===== config.mk =====
export PLATFORM = sky130hd
export DESIGN_NAME = terminal_line_editor_unit
export DESIGN_NICKNAME = d
export VERILOG_FILES = /design/src/hdl/tle_pkg.sv /design/src/hdl/terminal_line_editor_unit.sv /design/src/hdl/tle_cell.sv /design/src/hdl/tle_classify.sv
export SDC_FILE = /design/constraint.sdc
export NUM_CORES = 1
export LEC_CHECK = 0
export BUFFER_PORTS_ARGS = -buffer_cell sky130_fd_sc_hd__buf_4
export CELL_PAD_IN_SITES_DETAIL_PLACEMENT = 0
export CELL_PAD_IN_SITES_GLOBAL_PLACEMENT = 2
export CORE_MARGIN = 3
export CORE_UTILIZATION = 30
export DETAILED_ROUTE_END_ITERATION = 10
export PLACE_DENSITY = 0.64
export RECOVER_POWER = 25
export SETUP_SLACK_MARGIN = 0.5
export SLEW_MARGIN = 10
export SYNTH_ARGS = -nofsm -noshare
export SYNTH_HDL_FRONTEND = slang
export SYNTH_SLANG_ARGS = --single-unit

===== constraint.sdc =====
create_clock -name clk -period 3.45 [get_ports clk]
set_clock_uncertainty 0.15 [all_clocks]
set_input_delay 0.345 -clock clk [delete_from_list [all_inputs] [get_ports clk]]
set_output_delay 0.345 -clock clk [all_outputs]
set_load 0.005 [all_outputs]

===== src/hdl/tle_pkg.sv =====
// Shared types, constants and helper functions for the terminal line editor.
package tle_pkg;

    // Line store depth and the width of the fill count, which must hold the depth itself.
    localparam int LINE_DEPTH = 32;
    localparam int FILL_W     = $clog2(LINE_DEPTH + 1);

    localparam int CHAR_W  = 8;
    localparam int DEST_W  = 2;
    localparam int MODE_W  = 4;
    localparam int CFG_IDX_W = 3;

    // Configuration register indexes.
    localparam logic [CFG_IDX_W-1:0] REG_MODE_FLAGS = 3'd0;
    localparam logic [CFG_IDX_W-1:0] REG_INTR_CHAR  = 3'd1;
    localparam logic [CFG_IDX_W-1:0] REG_SUSP_CHAR  = 3'd2;
    localparam logic [CFG_IDX_W-1:0] REG_ERASE_CHAR = 3'd3;
    localparam logic [CFG_IDX_W-1:0] REG_EOF_CHAR   = 3'd4;
    localparam logic [CFG_IDX_W-1:0] REG_DRIVER_KEY = 3'd5;

    // Result destinations.
    localparam logic [DEST_W-1:0] DEST_TERM   = 2'd0;
    localparam logic [DEST_W-1:0] DEST_READER = 2'd1;
    localparam logic [DEST_W-1:0] DEST_SIGNAL = 2'd2;
    localparam logic [DEST_W-1:0] DEST_CMD    = 2'd3;

    // Signal codes.
    localparam logic [CHAR_W-1:0] SIG_INTERRUPT = 8'd0;
    localparam logic [CHAR_W-1:0] SIG_SUSPEND   = 8'd1;

    // Special characters.
    localparam logic [CHAR_W-1:0] CHAR_CR = 8'd13;
    localparam logic [CHAR_W-1:0] CHAR_NL = 8'd10;
    localparam logic [CHAR_W-1:0] CHAR_FF = 8'd12;
    localparam logic [CHAR_W-1:0] CMD_VALUE = 8'd0;

    // Mode flag bit positions.
    localparam int MODE_CANON = 0;
    localparam int MODE_CRNL  = 1;
    localparam int MODE_ECHO  = 2;
    localparam int MODE_ISIG  = 3;

    typedef struct packed {
        logic [MODE_W-1:0] mode_flags;
        logic [CHAR_W-1:0] interrupt_char;
        logic [CHAR_W-1:0] suspend_char;
        logic [CHAR_W-1:0] erase_char;
        logic [CHAR_W-1:0] end_of_file_char;
        logic [CHAR_W-1:0] driver_key;
    } cfg_t;

    // Decision taken for one received character.
    typedef struct packed {
        logic              ff_echo;
        logic              cmd;
        logic              echo;
        logic              sig;
        logic [CHAR_W-1:0] sig_code;
        logic              erase;
        logic              store;
        logic              flush;
        logic [CHAR_W-1:0] ch;
    } plan_t;

    // Results still owed for the item in progress, in emission order.
    typedef struct packed {
        logic ff_echo;
        logic cmd;
        logic echo;
        logic sig;
        logic flush;
    } pend_t;

    // Per-cell controls for the line store.
    typedef struct packed {
        logic load;
        logic shift;
    } cell_ctl_t;

    typedef enum logic [2:0] {
        ST_IDLE,
        ST_FORM_FEED,
        ST_CMD,
        ST_ECHO,
        ST_SIGNAL,
        ST_FLUSH
    } state_t;

    // First state that still owes a result.
    function automatic state_t pick_state(input pend_t p);
        state_t s;
        if (p.ff_echo)
            s = ST_FORM_FEED;
        else if (p.cmd)
            s = ST_CMD;
        else if (p.echo)
            s = ST_ECHO;
        else if (p.sig)
            s = ST_SIGNAL;
        else if (p.flush)
            s = ST_FLUSH;
        else
            s = ST_IDLE;
        return s;
    endfunction

endpackage


===== src/hdl/terminal_line_editor_unit.sv =====
// Top level of the terminal line editor: configuration, sequencer and the row of line cells.
//
// Usage:
//   Received characters enter on the s_axis channel (tdata = in_char, tuser = bypass_mode).
//   Results leave on the m_axis channel (tdata = out_value, tuser = destination), with
//   tlast set on the final result caused by one character. A character that causes no
//   result (a stored character without flush or an erase, with echo off) is taken and
//   the block is ready again in the next cycle.
//   One character is in work at a time. The first result shows in the cycle after the
//   request is taken, and the results follow at one per cycle while the receiver is
//   ready; a line flush sends the stored characters one per cycle while the receiver
//   is ready, as the line cells shift one byte toward cell zero for each one taken.
//   At most 2 + LINE_DEPTH results follow one character.
//   s_axis_tready is high only while no result is pending. When the receiver stalls,
//   the current result and its tlast stay on the port until taken.
//   Configuration writes on cfg_we/cfg_index/cfg_data take effect at the next edge and
//   are meant for idle periods only. Reset sets the registers to their defaults,
//   empties the line and returns the sequencer to idle; the cell bytes are not cleared
//   since only stored entries are ever read.
module terminal_line_editor_unit
    import tle_pkg::*;
(
    input  logic                 clk,
    input  logic                 rst_n,

    input  logic                 s_axis_tvalid,
    output logic                 s_axis_tready,
    input  logic [CHAR_W-1:0]    s_axis_tdata,   // [7:0] in_char
    input  logic                 s_axis_tuser,   // [0] bypass_mode

    output logic                 m_axis_tvalid,
    input  logic                 m_axis_tready,
    output logic [CHAR_W-1:0]    m_axis_tdata,   // [7:0] out_value
    output logic [DEST_W-1:0]    m_axis_tuser,   // [1:0] destination
    output logic                 m_axis_tlast,

    input  logic                 cfg_we,
    input  logic [CFG_IDX_W-1:0] cfg_index,
    input  logic [CHAR_W-1:0]    cfg_data
);

    cfg_t              cfg_reg;
    plan_t             plan;
    state_t            state_reg;
    state_t            state_next;
    pend_t             pend_reg;
    pend_t             pend_next;
    pend_t             pend_rest;
    logic [FILL_W-1:0] fill_reg;
    logic [FILL_W-1:0] fill_next;
    logic [FILL_W-1:0] stored_fill;
    logic [FILL_W-1:0] cnt_reg;
    logic [FILL_W-1:0] cnt_next;
    logic [CHAR_W-1:0] ch_reg;
    logic [CHAR_W-1:0] sig_code_reg;
    logic              in_accept;
    logic              out_accept;
    logic              store_we;
    logic [CHAR_W-1:0] cell_data [LINE_DEPTH];

    assign in_accept  = s_axis_tvalid && s_axis_tready;
    assign out_accept = m_axis_tvalid && m_axis_tready;

    // Configuration registers.
    always_ff @(posedge clk or negedge rst_n)
    begin
        if (!rst_n)
        begin
            cfg_reg.mode_flags       <= 4'd15;
            cfg_reg.interrupt_char   <= 8'd3;
            cfg_reg.suspend_char     <= 8'd26;
            cfg_reg.erase_char       <= 8'd127;
            cfg_reg.end_of_file_char <= 8'd4;
            cfg_reg.driver_key       <= 8'd0;
        end
        else if (cfg_we)
        begin
            case (cfg_index)
                REG_MODE_FLAGS: cfg_reg.mode_flags       <= cfg_data[MODE_W-1:0];
                REG_INTR_CHAR:  cfg_reg.interrupt_char   <= cfg_data;
                REG_SUSP_CHAR:  cfg_reg.suspend_char     <= cfg_data;
                REG_ERASE_CHAR: cfg_reg.erase_char       <= cfg_data;
                REG_EOF_CHAR:   cfg_reg.end_of_file_char <= cfg_data;
                REG_DRIVER_KEY: cfg_reg.driver_key       <= cfg_data;
                default:        ;
            endcase
        end
    end

    tle_classify u_classify (
        .in_char     (s_axis_tdata),
        .bypass_mode (s_axis_tuser),
        .cfg         (cfg_reg),
        .plan        (plan)
    );

    // Fill count update; a flush hands the new count to the sequencer and empties the line, as does a signal.
    always_comb
    begin
        store_we    = in_accept && plan.store && (fill_reg < FILL_W'(LINE_DEPTH));
        stored_fill = store_we ? fill_reg + 1'b1 : fill_reg;
        fill_next   = fill_reg;
        if (in_accept)
        begin
            if (plan.sig)
                fill_next = '0;
            else if (plan.erase)
                fill_next = (fill_reg != '0) ? fill_reg - 1'b1 : fill_reg;
            else if (plan.flush)
                fill_next = '0;
            else
                fill_next = stored_fill;
        end
    end

    // Sequencer next state: walk the pending results in order.
    always_comb
    begin
        state_next = state_reg;
        pend_next  = pend_reg;
        cnt_next   = cnt_reg;
        case (state_reg)
            ST_IDLE:
            begin
                if (in_accept)
                begin
                    pend_next.ff_echo = plan.ff_echo;
                    pend_next.cmd     = plan.cmd;
                    pend_next.echo    = plan.echo;
                    pend_next.sig     = plan.sig;
                    pend_next.flush   = plan.flush && (stored_fill != '0);
                    cnt_next          = stored_fill;
                    state_next        = pick_state(pend_next);
                end
            end
            ST_FORM_FEED:
            begin
                if (m_axis_tready)
                begin
                    pend_next.ff_echo = 1'b0;
                    state_next        = pick_state(pend_next);
                end
            end
            ST_CMD:
            begin
                if (m_axis_tready)
                begin
                    pend_next.cmd = 1'b0;
                    state_next    = pick_state(pend_next);
                end
            end
            ST_ECHO:
            begin
                if (m_axis_tready)
                begin
                    pend_next.echo = 1'b0;
                    state_next     = pick_state(pend_next);
                end
            end
            ST_SIGNAL:
            begin
                if (m_axis_tready)
                begin
                    pend_next.sig = 1'b0;
                    state_next    = pick_state(pend_next);
                end
            end
            ST_FLUSH:
            begin
                if (m_axis_tready)
                begin
                    cnt_next = cnt_reg - 1'b1;
                    if (cnt_reg == FILL_W'(1))
                        pend_next.flush = 1'b0;
                    state_next = pick_state(pend_next);
                end
            end
            default:
            begin
                state_next = ST_IDLE;
                pend_next  = '0;
            end
        endcase
    end

    // Sequencer outputs.
    always_comb
    begin
        s_axis_tready = (state_reg == ST_IDLE);
        m_axis_tvalid = 1'b0;
        m_axis_tuser  = DEST_TERM;
        m_axis_tdata  = ch_reg;
        pend_rest     = pend_reg;
        case (state_reg)
            ST_IDLE:
            begin
                pend_rest = '0;
            end
            ST_FORM_FEED:
            begin
                m_axis_tvalid     = 1'b1;
                m_axis_tuser      = DEST_TERM;
                m_axis_tdata      = CHAR_FF;
                pend_rest.ff_echo = 1'b0;
            end
            ST_CMD:
            begin
                m_axis_tvalid = 1'b1;
                m_axis_tuser  = DEST_CMD;
                m_axis_tdata  = CMD_VALUE;
                pend_rest.cmd = 1'b0;
            end
            ST_ECHO:
            begin
                m_axis_tvalid  = 1'b1;
                m_axis_tuser   = DEST_TERM;
                m_axis_tdata   = ch_reg;
                pend_rest.echo = 1'b0;
            end
            ST_SIGNAL:
            begin
                m_axis_tvalid = 1'b1;
                m_axis_tuser  = DEST_SIGNAL;
                m_axis_tdata  = sig_code_reg;
                pend_rest.sig = 1'b0;
            end
            ST_FLUSH:
            begin
                m_axis_tvalid   = 1'b1;
                m_axis_tuser    = DEST_READER;
                m_axis_tdata    = cell_data[0];
                pend_rest.flush = (cnt_reg != FILL_W'(1));
            end
            default:
            begin
                pend_rest = '0;
            end
        endcase
        m_axis_tlast = m_axis_tvalid && (pend_rest == '0);
    end

    // Control registers.
    always_ff @(posedge clk or negedge rst_n)
    begin
        if (!rst_n)
        begin
            state_reg <= ST_IDLE;
            pend_reg  <= '0;
            cnt_reg   <= '0;
            fill_reg  <= '0;
        end
        else
        begin
            state_reg <= state_next;
            pend_reg  <= pend_next;
            cnt_reg   <= cnt_next;
            fill_reg  <= fill_next;
        end
    end

    // Item payload held for the echo and signal results.
    always_ff @(posedge clk)
    begin
        if (in_accept)
        begin
            ch_reg       <= plan.ch;
            sig_code_reg <= plan.sig_code;
        end
    end

    // Row of line cells; cell zero feeds the reader during a flush.
    for (genvar i = 0; i < LINE_DEPTH; i++)
    begin : g_cell
        cell_ctl_t         ctl;
        logic [CHAR_W-1:0] shift_in;

        assign ctl.load  = store_we && (fill_reg == FILL_W'(i));
        assign ctl.shift = (state_reg == ST_FLUSH) && m_axis_tready;

        if (i == LINE_DEPTH - 1)
        begin : g_tail
            assign shift_in = '0;
        end
        else
        begin : g_body
            assign shift_in = cell_data[i+1];
        end

        tle_cell u_cell (
            .clk       (clk),
            .ctl       (ctl),
            .load_data (plan.ch),
            .shift_in  (shift_in),
            .data      (cell_data[i])
        );
    end

    // Only one item is in work: no request is taken while a result is pending.
    a_one_item: assert property (@(posedge clk) disable iff (!rst_n)
        s_axis_tready |-> !m_axis_tvalid)
        else $error("input taken while a result is pending");

    // The line never holds more than its depth.
    a_fill_bound: assert property (@(posedge clk) disable iff (!rst_n)
        fill_reg <= FILL_W'(LINE_DEPTH))
        else $error("fill count beyond line depth");

    // A flush always has at least one stored character left to send.
    a_flush_cnt: assert property (@(posedge clk) disable iff (!rst_n)
        (state_reg == ST_FLUSH) |-> (cnt_reg != '0) && (cnt_reg <= FILL_W'(LINE_DEPTH)))
        else $error("flush with no characters left");

    // After the final result of an item is taken, the block is ready again.
    a_last_frees: assert property (@(posedge clk) disable iff (!rst_n)
        out_accept && m_axis_tlast |=> s_axis_tready)
        else $error("block not ready after final result");

endmodule


===== src/hdl/tle_cell.sv =====
// One byte cell of the line store: loads a new character or takes its neighbor's byte.
module tle_cell
    import tle_pkg::*;
(
    input  logic              clk,
    input  cell_ctl_t         ctl,
    input  logic [CHAR_W-1:0] load_data,
    input  logic [CHAR_W-1:0] shift_in,
    output logic [CHAR_W-1:0] data
);

    logic [CHAR_W-1:0] data_reg;
    logic [CHAR_W-1:0] data_next;

    // A load wins; during a flush the row moves one place toward cell zero.
    always_comb
    begin
        data_next = data_reg;
        if (ctl.load)
            data_next = load_data;
        else if (ctl.shift)
            data_next = shift_in;
    end

    always_ff @(posedge clk)
    begin
        data_reg <= data_next;
    end

    assign data = data_reg;

endmodule


===== src/hdl/tle_classify.sv =====
// Decides what one received character causes, given the configuration.
module tle_classify
    import tle_pkg::*;
(
    input  logic [CHAR_W-1:0] in_char,
    input  logic              bypass_mode,
    input  cfg_t              cfg,
    output plan_t             plan
);

    logic              cr_conv;
    logic              is_ff;
    logic              is_cmd;
    logic              rest;
    logic              is_sig;
    logic              is_erase;
    logic              is_store;
    logic [CHAR_W-1:0] ch;

    always_comb
    begin
        // Carriage return conversion, then the form feed and driver key tests.
        cr_conv = (in_char == CHAR_CR) && cfg.mode_flags[MODE_CRNL];
        ch      = cr_conv ? CHAR_NL : in_char;
        is_ff   = !cr_conv && (in_char == CHAR_FF);
        is_cmd  = !cr_conv && !is_ff && (in_char == cfg.driver_key);
        rest    = !is_cmd && !bypass_mode;

        // Signals, erase and storage apply only outside bypass mode and never to the driver key.
        is_sig   = rest && cfg.mode_flags[MODE_ISIG]
                   && ((ch == cfg.interrupt_char) || (ch == cfg.suspend_char));
        is_erase = rest && !is_sig && (ch == cfg.erase_char) && cfg.mode_flags[MODE_CANON];
        is_store = rest && !is_sig && !is_erase;

        plan.ff_echo  = is_ff;
        plan.cmd      = is_cmd;
        plan.echo     = !is_cmd && (cfg.mode_flags[MODE_ECHO] || bypass_mode);
        plan.sig      = is_sig;
        plan.sig_code = (ch == cfg.interrupt_char) ? SIG_INTERRUPT : SIG_SUSPEND;
        plan.erase    = is_erase;
        plan.store    = is_store;
        plan.flush    = is_store && ((ch == CHAR_NL) || (ch == cfg.end_of_file_char)
                                     || !cfg.mode_flags[MODE_CANON]);
        plan.ch       = ch;
    end

endmodule

==> impl_metrics.yaml, run 1 <==
detailed_routing:
  drtAntennaViolNets: 0
  routed_wirelength_microns: 38500
  drc: 0
  firstDrtPassIters: 5
  drt_iter0_markers: 564
  vias: 9573
  detail_route.wl_per_cell_microns: 19.7
  vias_per_cell: 4.90
die:
  coreArea_sq_um: 52900
  num_rows: 84
  initial_utilization_pct: 30.5
  die_h_microns: 238
  die-area_sq_um: 56600
  die_w_microns: 238
  ios: 38
placement:
  port-buffer-count: 37
  place_congestion: 0.783
  place_ws_ns: 0.106
  dp_hpwl_microns: 23800
  post_dp_cell_area_sq_um: 17400
timing:
  setup_viol: 0
  worstMarginPinSlew_ns: 1.73
  rsz0062_at_grt: "true"
  fin_crit_sh_pct: 90.2
  fin_crit_ns: 3.11
  max_freq_mhz: 321
  layout_setup_ws_ns: 0.338
  slew_violations: 70
  slew_headroom_pct: -15.0
  final-hold-violation-count: 0
  finalSetupTns_ns: 0
final_layout:
  drive_gt1_share_pct: 39.4
  area_growth_pct: 24.2
  layout_commonest_cell: "edfxtp_1"
  nets: 1268
  insertedDiodeCount: 0
  fin_area_sq_um: 20000
  final_cell_mix: "edfxtp_1, mux2_4, mux2_2"
  largest_register_ff_count: 256
flow_run:
  max_cap_viol_count: 2
global_routing:
  grt_max_degree: 65
  grt_overflow: 0
  antenna_found_initial: 0
  grt_pass1_wl_microns: 58200
  grtUsageTotal_pct: 13.2
  grt_pass1_vias: 9701
synth:
  yosysWarningCount: 0
  synth_edf_count: 265
  synth_flop_cell: "edfxtp_1"
  async_reset_ff_share_pct: 19.5
  syn-cell-area_sq_um: 16100
  ys_ff_latch: 329
  ys_types: 80
  syn_inst: 1144
  avgSynthCellArea_sq_um: 14.1
  synth_nets: 1178
  yosysSeqAreaShare_pct: 59.4
outcome:
  violations: "capacitance limit, slew limit"
  run_status: "finished with violations"
worst_setup_path:
  worstPathArrival_ns: 3.25
  crit_path_max_fanout: 9
  worstSetupStartpointType: "flop"
  crit_type: "flop to flop"
  cp.required_ns: 3.59
  r2r_slack_ns: 0.34
  ff2ff_path_depth: 9
  r2r_end: "g_cell[23].u_cell.data[7]"
  r2r-start: "cfg_reg[41]"
  critPathCaptureType: "flop"
pwr:
  power_frac_comb_pct: 21.0
  switching_power_mw: 3.28
  seqPwrFrac_pct: 43.9
  power.share.clock_pct: 35.1
  leakagePower_nw: 7.47
  power.internal_mw: 8.42
  vdd.ir_drop.worst_mv: 0.282
  finalPower_mw: 11.7
  swShare_pct: 28.0
  powerDensity_nw_per_um2: 584
clocking:
  cts_root_buffer: "clkbuf_16"
  cts_buffers: 39
  cts.sinks: 329
  cts_tree: "done"
  clock_path_buffers: 3
  htree_num_levels: 2
  insertion_delay_ns: 0.55
  clkTransAtPathRegs_ns: 0.06
hold_path:
  holdCritPathClass: "primary input to flop"
  min_path_cells: 4
  holdPathEnd: "pend_reg[4]"
  hold_start: "s_axis_tvalid"
==> layer usage <==
layer  GRT usage [%]  share of wire (%)  vias up
met4            3.91                2.0        0
met1            18.3                 47     4866
met2            21.2                 47      141
met5               0                  0        -
met3            2.21                3.5       53
li1                -                  -     4513
==> Yosys cell counts, types with 3 or more instances <==
library cell    n  area share, %
nand2_1        55            1.3
o21a_1          3           0.14
and2_1          7           0.27
xor2_1         16           0.87
o21ai_0        28           0.87
xnor2_1        23            1.2
nand4_1        11           0.43
nand2b_1       12           0.47
buf_1           5           0.12
edfxtp_1      265             49
ha_1            9           0.70
o211ai_1        6           0.28
nor3_1         19           0.59
nor4_1          9           0.35
a211oi_1        5           0.23
nor2_1         42           0.98
nor4bb_1        3           0.19
o221ai_1        3           0.16
nor2b_1         4           0.16
mux2_1        187             13
o22ai_1         3           0.12
nand3_1        16           0.50
nor3b_1         3           0.14
mux2_2        106            7.4
o21ai_1         4           0.12
a21oi_1        28           0.87
buf_2           7           0.22
o31ai_1         6           0.28
and3_1         18           0.70
buf_6           3           0.21
a22o_1          3           0.16
nand2_4        24            1.7
dfstp_2        17            2.8
dfrtp_1        47            7.3
a21o_1          6           0.28
inv_1          19           0.44
a31oi_1         3           0.12
a22oi_1         3           0.14
clkbuf_1       58            1.4
==> worst max-delay path: stages (launching register included) <==
cell      delay, ns
dfstp_1        0.55
nor4b_4        0.27
a21o_1         0.16
nand3_1        0.10
and4_1         0.23
nor2_1         0.31
clkbuf_1       0.30
and3_1         0.23
buf_4          0.20
mux2_2         0.36
==> logic make-up (layout without fill, tap and decap cells) <==
group / Yosys count / in the layout / share of synthesized area, %
xor gates and xnor gates: 39 / 39 / 2.12
DFF: 329 / 329 / 59.4
AOI/OAI and AO/OA: 126 / 127 / 5.28
adders and majority gates: 9 / 9 / 0.698
buffers and inverters: 97 / 205 / 2.61
muxes: 294 / 294 / 20.5
and+or+nand+nor: 250 / 261 / 9.35
==> metrics by stage <==
step | hold WS, ns | cells | util [%]
final | 0.0711 | 1952 | 37.9
after global routing | 0.115 | 1952 | 37.9
after CTS | 0.0423 | 1926 | 36.0
after detailed placement | 0.348 | 1840 | 32.9
after global placement | 0.346 | 1840 | 32.9
after floorplan | -0.101 | 1144 | -
==> power by group through the flow <==
stage               clock [mW]  sequential (mW)  combinational, mW
floorplan                    0             5.10               1.44
global placement             0             5.20               2.11
detailed placement           0             5.20               2.12
CTS                       4.24             5.13               2.25
global route              4.39             5.18               2.71
finish                    4.10             5.13               2.46
==> final cells by class <==
type	instances	area, sq um
fillers	4965	32800
flip-flops and latches	329	9580
multi-input cells	730	7270
clock buffers	52	1070
repair buffers	113	966
well taps	688	861
clock inverters	19	203
inverters	21	81.3
==> worst max path at each step <==
stage / from / endpoint / slack [ns] / cells after the start
2_1_floorplan: s_axis_tdata[5] / g_cell[2].u_cell.data[0] / 0.46 / 13
3_3_place_gp: s_axis_tdata[1] / g_cell[27].u_cell.data[1] / 0.12 / 9
3_5_place_dp: s_axis_tdata[1] / g_cell[27].u_cell.data[5] / 0.11 / 9
4_1_cts: cfg_reg[41] / g_cell[6].u_cell.data[5] / 0.45 / 10
5_1_grt: cfg_reg[41] / g_cell[16].u_cell.data[3] / 0.22 / 11
6_report: cfg_reg[41] / g_cell[23].u_cell.data[7] / 0.34 / 9
==> repair_timing <==
| item | in CTS | in global routing |
|---|---|---|
| setup buffers | 6 | 12 |
| resized for setup | 52 | 167 |
| pin swaps | 6 | 20 |
| endpoints found under the hold margin | 91 | 0 |
| endpoints found under the setup margin | 524 | 445 |
| hold buffers | 9 | 0 |
| cloned | 0 | 14 |
Note: power is estimated with default switching activity, not from simulation.
==> run 2: changes to the inputs <==
--- a/config.mk
+++ b/config.mk
@@ -13,6 +13,7 @@
 export DETAILED_ROUTE_END_ITERATION = 10
 export PLACE_DENSITY = 0.64
 export RECOVER_POWER = 25
+export REMOVE_ABC_BUFFERS = 1
 export SETUP_SLACK_MARGIN = 0.5
 export SLEW_MARGIN = 10
 export SYNTH_ARGS = -nofsm -noshare
==> run 2 against run 1 <==
  * The flow still finishes with violations (capacitance limit, slew limit)
  * Via count is 0.88% lower
  * Worst hold slack worse by 0.0097 ns
  * Critical path depth rose by 1
  * Die area unchanged
  * Flip-flop and latch count unchanged
  * Global-route usage increased by 0.053 points
  * Clock power about the same
  * Largest power group unchanged
  * Final cell count decreased by 0.26%
  * First-iteration DRC count down 10%
  * Wire length decreased by 1.6%
  * Count of clock-buffer cells in the layout down 3
==> impl_metrics.yaml, run 2 (synthesis gave the netlist of run 1 again) <==
clocking:
  cts_root_buffer: "clkbuf_16"
  cts_buffers: 39
  htree_num_levels: 2
  insertion_delay_ns: 0.55
  cts.sinks: 329
  clock_path_buffers: 3
  cts_tree: "done"
  clkTransAtPathRegs_ns: 0.06
final_layout:
  final_cell_mix: "edfxtp_1, mux2_4, mux2_2"
  regArea_sq_um: 9580
  nets: 1265
  layout.cells.non_filler: 1947
  layout_commonest_cell: "edfxtp_1"
  largest_register_ff_count: 256
  drive_gt1_share_pct: 39.7
  multi_input_area_sq_um: 7450
  fin_util_pct: 38.0
  insertedDiodeCount: 0
  fill_cells: 5005
  area_growth_pct: 24.7
pwr:
  powerDensity_nw_per_um2: 579
  leakagePower_nw: 7.50
  finalPower_mw: 11.6
  vdd.ir_drop.worst_mv: 0.278
die:
  initial_utilization_pct: 30.5
  die_w_microns: 238
  ios: 38
  die-area_sq_um: 56600
  coreArea_sq_um: 52900
  die_h_microns: 238
  num_rows: 84
timing:
  worstMarginPinSlew_ns: 2.03
  slew_violations: 190
  final-hold-violation-count: 0
  rsz0062_at_grt: "true"
  hold-worst-slack_ns: 0.0613
  fin_crit_ns: 3.08
  fin_crit_sh_pct: 89.4
  setup_viol: 0
  slew_headroom_pct: -35.4
  max_freq_mhz: 324
  layout_setup_ws_ns: 0.366
worst_setup_path:
  critPathCaptureType: "flop"
  crit_chain: "and4bb_1 -> a211oi_2 -> or3b_4 -> nand3_4 -> nand3_4 -> nor2_4 -> and2_4 -> buf_12 -> nand2_8 -> mux2_4"
  crit_type: "flop to flop"
  crit_path_max_fanout: 8
  cp_slowest_cell: "dfstp_1"
  slowest_delay_ns: 0.63
  worstSetupStartpointType: "flop"
  cp.required_ns: 3.59
  critPathTopFamily: "simple AND/OR/NAND/NOR gates"
  timing.critical_path.buf_inv: 1
  cp_common_cell: "nand3_4"
  worstPathArrival_ns: 3.22
detailed_routing:
  vias_per_cell: 4.87
  firstDrtPassIters: 5
  drtAntennaViolNets: 0
  drc: 0
  detail_route.wl_per_cell_microns: 19.5
  vias: 9489
  drt_iter0_markers: 507
  routed_wirelength_microns: 37900
global_routing:
  antenna_found_initial: 0
  grt_overflow: 0
  grt_pass1_wl_microns: 58400
  grt_pass1_vias: 9577
  grtUsageTotal_pct: 13.2
  grt_max_degree: 65
placement:
  place_ws_ns: 0.0103
  dp_cells: 1844
  port-buffer-count: 37
  place_congestion: 0.797
  dp_hpwl_microns: 24000
outcome:
  violations: "capacitance limit, slew limit"
  run_status: "finished with violations"
hold_path:
  holdCritPathClass: "primary input to flop"
flow_run:
  max_cap_viol_count: 5
==> run 2: cell types whose count changed in the layout (fill, tap and decap cells not counted), moves of 3 or more <==
| cell | previous run | this run |
|---|---|---|
| and3_1 | 16 | 12 |
| and3_2 | 0 | 3 |
| and3_4 | 2 | 6 |
| buf_4 | 77 | 54 |
| buf_6 | 5 | 10 |
| clkbuf_1 | 18 | 27 |
| clkbuf_2 | 3 | 6 |
| mux2_1 | 75 | 66 |
| mux2_2 | 106 | 93 |
| mux2_4 | 112 | 134 |
| nand2_2 | 16 | 11 |
| nand2_8 | 28 | 32 |
==> run 2: worst reg2reg max path: stages (launching register included) <==
cell and delay [ns]:
dfstp_1 0.63, and4bb_1 0.29, a211oi_2 0.08, or3b_4 0.41, nand3_4 0.12, nand3_4 0.09
nor2_4 0.20, and2_4 0.21, buf_12 0.22, nand2_8 0.11, mux2_4 0.32
==> run 2: cell type report <==
cell class | count | share of cell area, %
tap | 688 | 4.28
sequential | 329 | 47.7
clock buffer | 49 | 5.30
clock inverter | 20 | 0.977
timing repair buffer | 109 | 4.33
multi-input combinational | 731 | 37.0
inverter | 21 | 0.405
==> run 2: timing repair <==
item,4_1_cts,5_1_grt
hold buffers,9,0
pin swaps,11,22
resized for setup,153,150
cloned,7,6
setup buffers,3,9
hold endpoints to repair,91,0
setup endpoints to repair,533,519
==> run 2: final timing paths <==
check,cells past startpoint,slack [ns],start,endpoint
max in group asynchronous,2,1.51,rst_n,fill_reg[3]
worst min register to register,2,0.36,cnt_reg[4],cnt_reg[4]
min in group asynchronous,2,0.65,rst_n,cfg_reg[7]
worst min-delay path,4,0.06,s_axis_tvalid,pend_reg[4]
worst max register to register,10,0.37,cfg_reg[41],g_cell[30].u_cell.data[4]
worst max-delay path,10,0.37,cfg_reg[41],g_cell[30].u_cell.data[4]
==> run 2: per-stage QoR <==
stage,cell area [sq um],setup TNS [ns]
floorplan,15800,-93.10
global placement,17300,0
detailed placement,17300,0
CTS,19400,0
global route,20100,0
finish,20100,0
==> run 2: power breakdown <==
group	leakage (nW)	switching, mW	internal (mW)	total (mW)
sequential	3.18	0.239	4.88	5.12
clock	0.618	1.60	2.48	4.08
combinational	3.71	1.36	1.07	2.43
total	7.50	3.20	8.43	11.6
==> run 2: metal layers <==
metal	up-vias	global-route usage [%]	share of wire (%)
met2	140	20.8	46
met1	4763	18.6	48
met4	0	3.17	1.8
met5	-	0	0
met3	50	2.94	3.7
li1	4536	-	-
==> run 3: changes to the inputs <==
--- a/config.mk
+++ b/config.mk
@@ -11,6 +11,7 @@
 export CORE_MARGIN = 3
 export CORE_UTILIZATION = 30
 export DETAILED_ROUTE_END_ITERATION = 10
+export HOLD_SLACK_MARGIN = 0.08
 export PLACE_DENSITY = 0.64
 export RECOVER_POWER = 25
 export REMOVE_ABC_BUFFERS = 1
==> run 3 against run 2 <==
  * Wire length is essentially flat
  * The flow still finishes with violations (capacitance limit, slew limit)
  * Count of clock-buffer cells in the layout is the same
  * First-iteration DRC count shrank 2.2%
  * Fmax is essentially flat
  * Final cell count is essentially flat
  * Worst hold slack gained 0.061 ns
  * Clock power is essentially flat
  * Global-route usage is the same
  * Register-to-register slack is essentially flat
  * Die area is the same
  * Sequential share of layout area is essentially flat
  * Non-clock buffer count grew 1
  * Critical endpoint is now g_cell[30].u_cell.data[7]
  * Critical path type unchanged
==> impl_metrics.yaml, run 3 (synthesis gave the netlist of run 1 again) <==
outcome:
  run_status: "finished with violations"
  violations: "capacitance limit, slew limit"
die:
  coreArea_sq_um: 52900
  ios: 38
  num_rows: 84
  initial_utilization_pct: 30.5
  die-area_sq_um: 56600
  die_w_microns: 238
  die_h_microns: 238
final_layout:
  area_growth_pct: 24.7
  final_cell_mix: "edfxtp_1, mux2_4, mux2_2"
  drive_gt1_share_pct: 39.7
  insertedDiodeCount: 0
  fin_util_pct: 38.0
  largest_register_ff_count: 256
  nets: 1266
  layout_commonest_cell: "edfxtp_1"
worst_setup_path:
  worstSetupStartpointType: "flop"
  cp_slowest_cell: "dfstp_1"
  cp.required_ns: 3.58
  slowest_delay_ns: 0.63
  crit_path_max_fanout: 8
  critPathTopFamily: "simple AND/OR/NAND/NOR gates"
  critPathCaptureType: "flop"
  r2r_slack_ns: 0.37
  timing.critical_path.buf_inv: 1
  cp_common_cell: "nand3_4"
  crit_start: "cfg_reg[41]"
  r2r-start: "cfg_reg[41]"
  crit_type: "flop to flop"
  ff2ff_path_depth: 10
  crit_chain: "and4bb_1 -> a211oi_2 -> or3b_4 -> nand3_4 -> nand3_4 -> nor2_4 -> and2_4 -> buf_12 -> nand2_8 -> mux2_4"
  worstPathArrival_ns: 3.22
  r2r_end: "g_cell[30].u_cell.data[7]"
pwr:
  powerDensity_nw_per_um2: 578
  swShare_pct: 27.5
  switching_power_mw: 3.20
  leakagePower_nw: 7.51
  power.internal_mw: 8.43
  vdd.ir_drop.worst_mv: 0.278
  power_frac_comb_pct: 20.9
  power.share.clock_pct: 35.1
  seqPwrFrac_pct: 44.0
timing:
  rsz0062_at_grt: "true"
  max_freq_mhz: 324
  fin_crit_sh_pct: 89.4
  setup_viol: 0
  slew_violations: 189
  worstMarginPinSlew_ns: 2.05
  layout_setup_ws_ns: 0.367
  hold-worst-slack_ns: 0.122
  fin_crit_ns: 3.08
  slew_headroom_pct: -36.6
  final-hold-violation-count: 0
flow_run:
  max_cap_viol_count: 5
hold_path:
  min_path_cells: 2
  hold_start: "s_axis_tdata[6]"
  holdCritPathClass: "primary input to flop"
  holdPathEnd: "g_cell[17].u_cell.data[6]"
global_routing:
  grtUsageTotal_pct: 13.2
  grt_pass1_vias: 9577
  grt_overflow: 0
  grt_max_degree: 65
  antenna_found_initial: 0
  grt_pass1_wl_microns: 58400
detailed_routing:
  drt_iter0_markers: 496
  routed_wirelength_microns: 37900
  drtAntennaViolNets: 0
  vias_per_cell: 4.89
  vias: 9531
  drc: 0
  firstDrtPassIters: 4
  detail_route.wl_per_cell_microns: 19.5
clocking:
  clock_path_buffers: 3
  clkTransAtPathRegs_ns: 0.06
  cts_tree: "done"
  insertion_delay_ns: 0.55
  cts_buffers: 39
  cts.sinks: 329
  htree_num_levels: 2
  cts_root_buffer: "clkbuf_16"
placement:
  place_ws_ns: 0.0103
  port-buffer-count: 37
  dp_hpwl_microns: 24000
  place_congestion: 0.797
-- run 3: changes by cell type in the layout (fill, tap and decap cells not counted) --
cell	change
dlygate4sd3_1	+1
-- run 3: worst max path at each step --
stage | endpoint | slack [ns] | cells past startpoint
global route | g_cell[27].u_cell.data[7] | 0.19 | 7
finish | g_cell[30].u_cell.data[7] | 0.37 | 10
global placement | g_cell[31].u_cell.data[7] | 0.08 | 11
detailed placement | g_cell[31].u_cell.data[4] | 0.01 | 11
CTS | g_cell[20].u_cell.data[0] | 0.41 | 10
floorplan | g_cell[1].u_cell.data[0] | -0.26 | 9
-- run 3: per-stage QoR --
stage	area, sq um	total power [mW]	setup TNS, ns	cells
after floorplan	15800	6.44	-93.10	1068
after global placement	17300	7.27	0	1844
after detailed placement	17300	7.28	0	1844
after CTS	19400	11.6	0	1933
after global routing	20100	12.2	0	1948
final	20100	11.6	0	1948
-- run 3: power by group through the flow --
stage | sequential (mW) | clock (mW) | combinational, mW
after floorplan | 5.17 | 0 | 1.27
after global placement | 5.19 | 0 | 2.08
after detailed placement | 5.19 | 0 | 2.09
after CTS | 5.12 | 4.21 | 2.28
after global routing | 5.17 | 4.36 | 2.68
final | 5.12 | 4.08 | 2.43
-- run 3: area by class of cell --
type	instances	area [sq um]
multi-input combinational	731	7450
sequential	329	9580
tap	688	861
timing repair buffer	110	881
inverter	21	81.3
fill	5004	32800
clock inverter	20	196
clock buffer	49	1070
-- run 3: layer usage --
layer | wire [microns] | track usage, % | vias to the layer above
met5 | 0 | 0 | -
met4 | 714 | 3.17 | 0
met3 | 1420 | 2.94 | 54
met2 | 17400 | 20.8 | 150
met1 | 18400 | 18.6 | 4795
li1 | - | - | 4532
-- run 3: what timing repair did --
| action | in CTS | in global routing |
|---|---|---|
| cloned | 7 | 6 |
| buffers inserted | 3 | 9 |
| hold buffers | 10 | 0 |
| setup endpoints to repair | 533 | 519 |
| pin swaps | 11 | 22 |
| gates resized for setup | 153 | 150 |
| hold endpoints to repair | 93 | 0 |
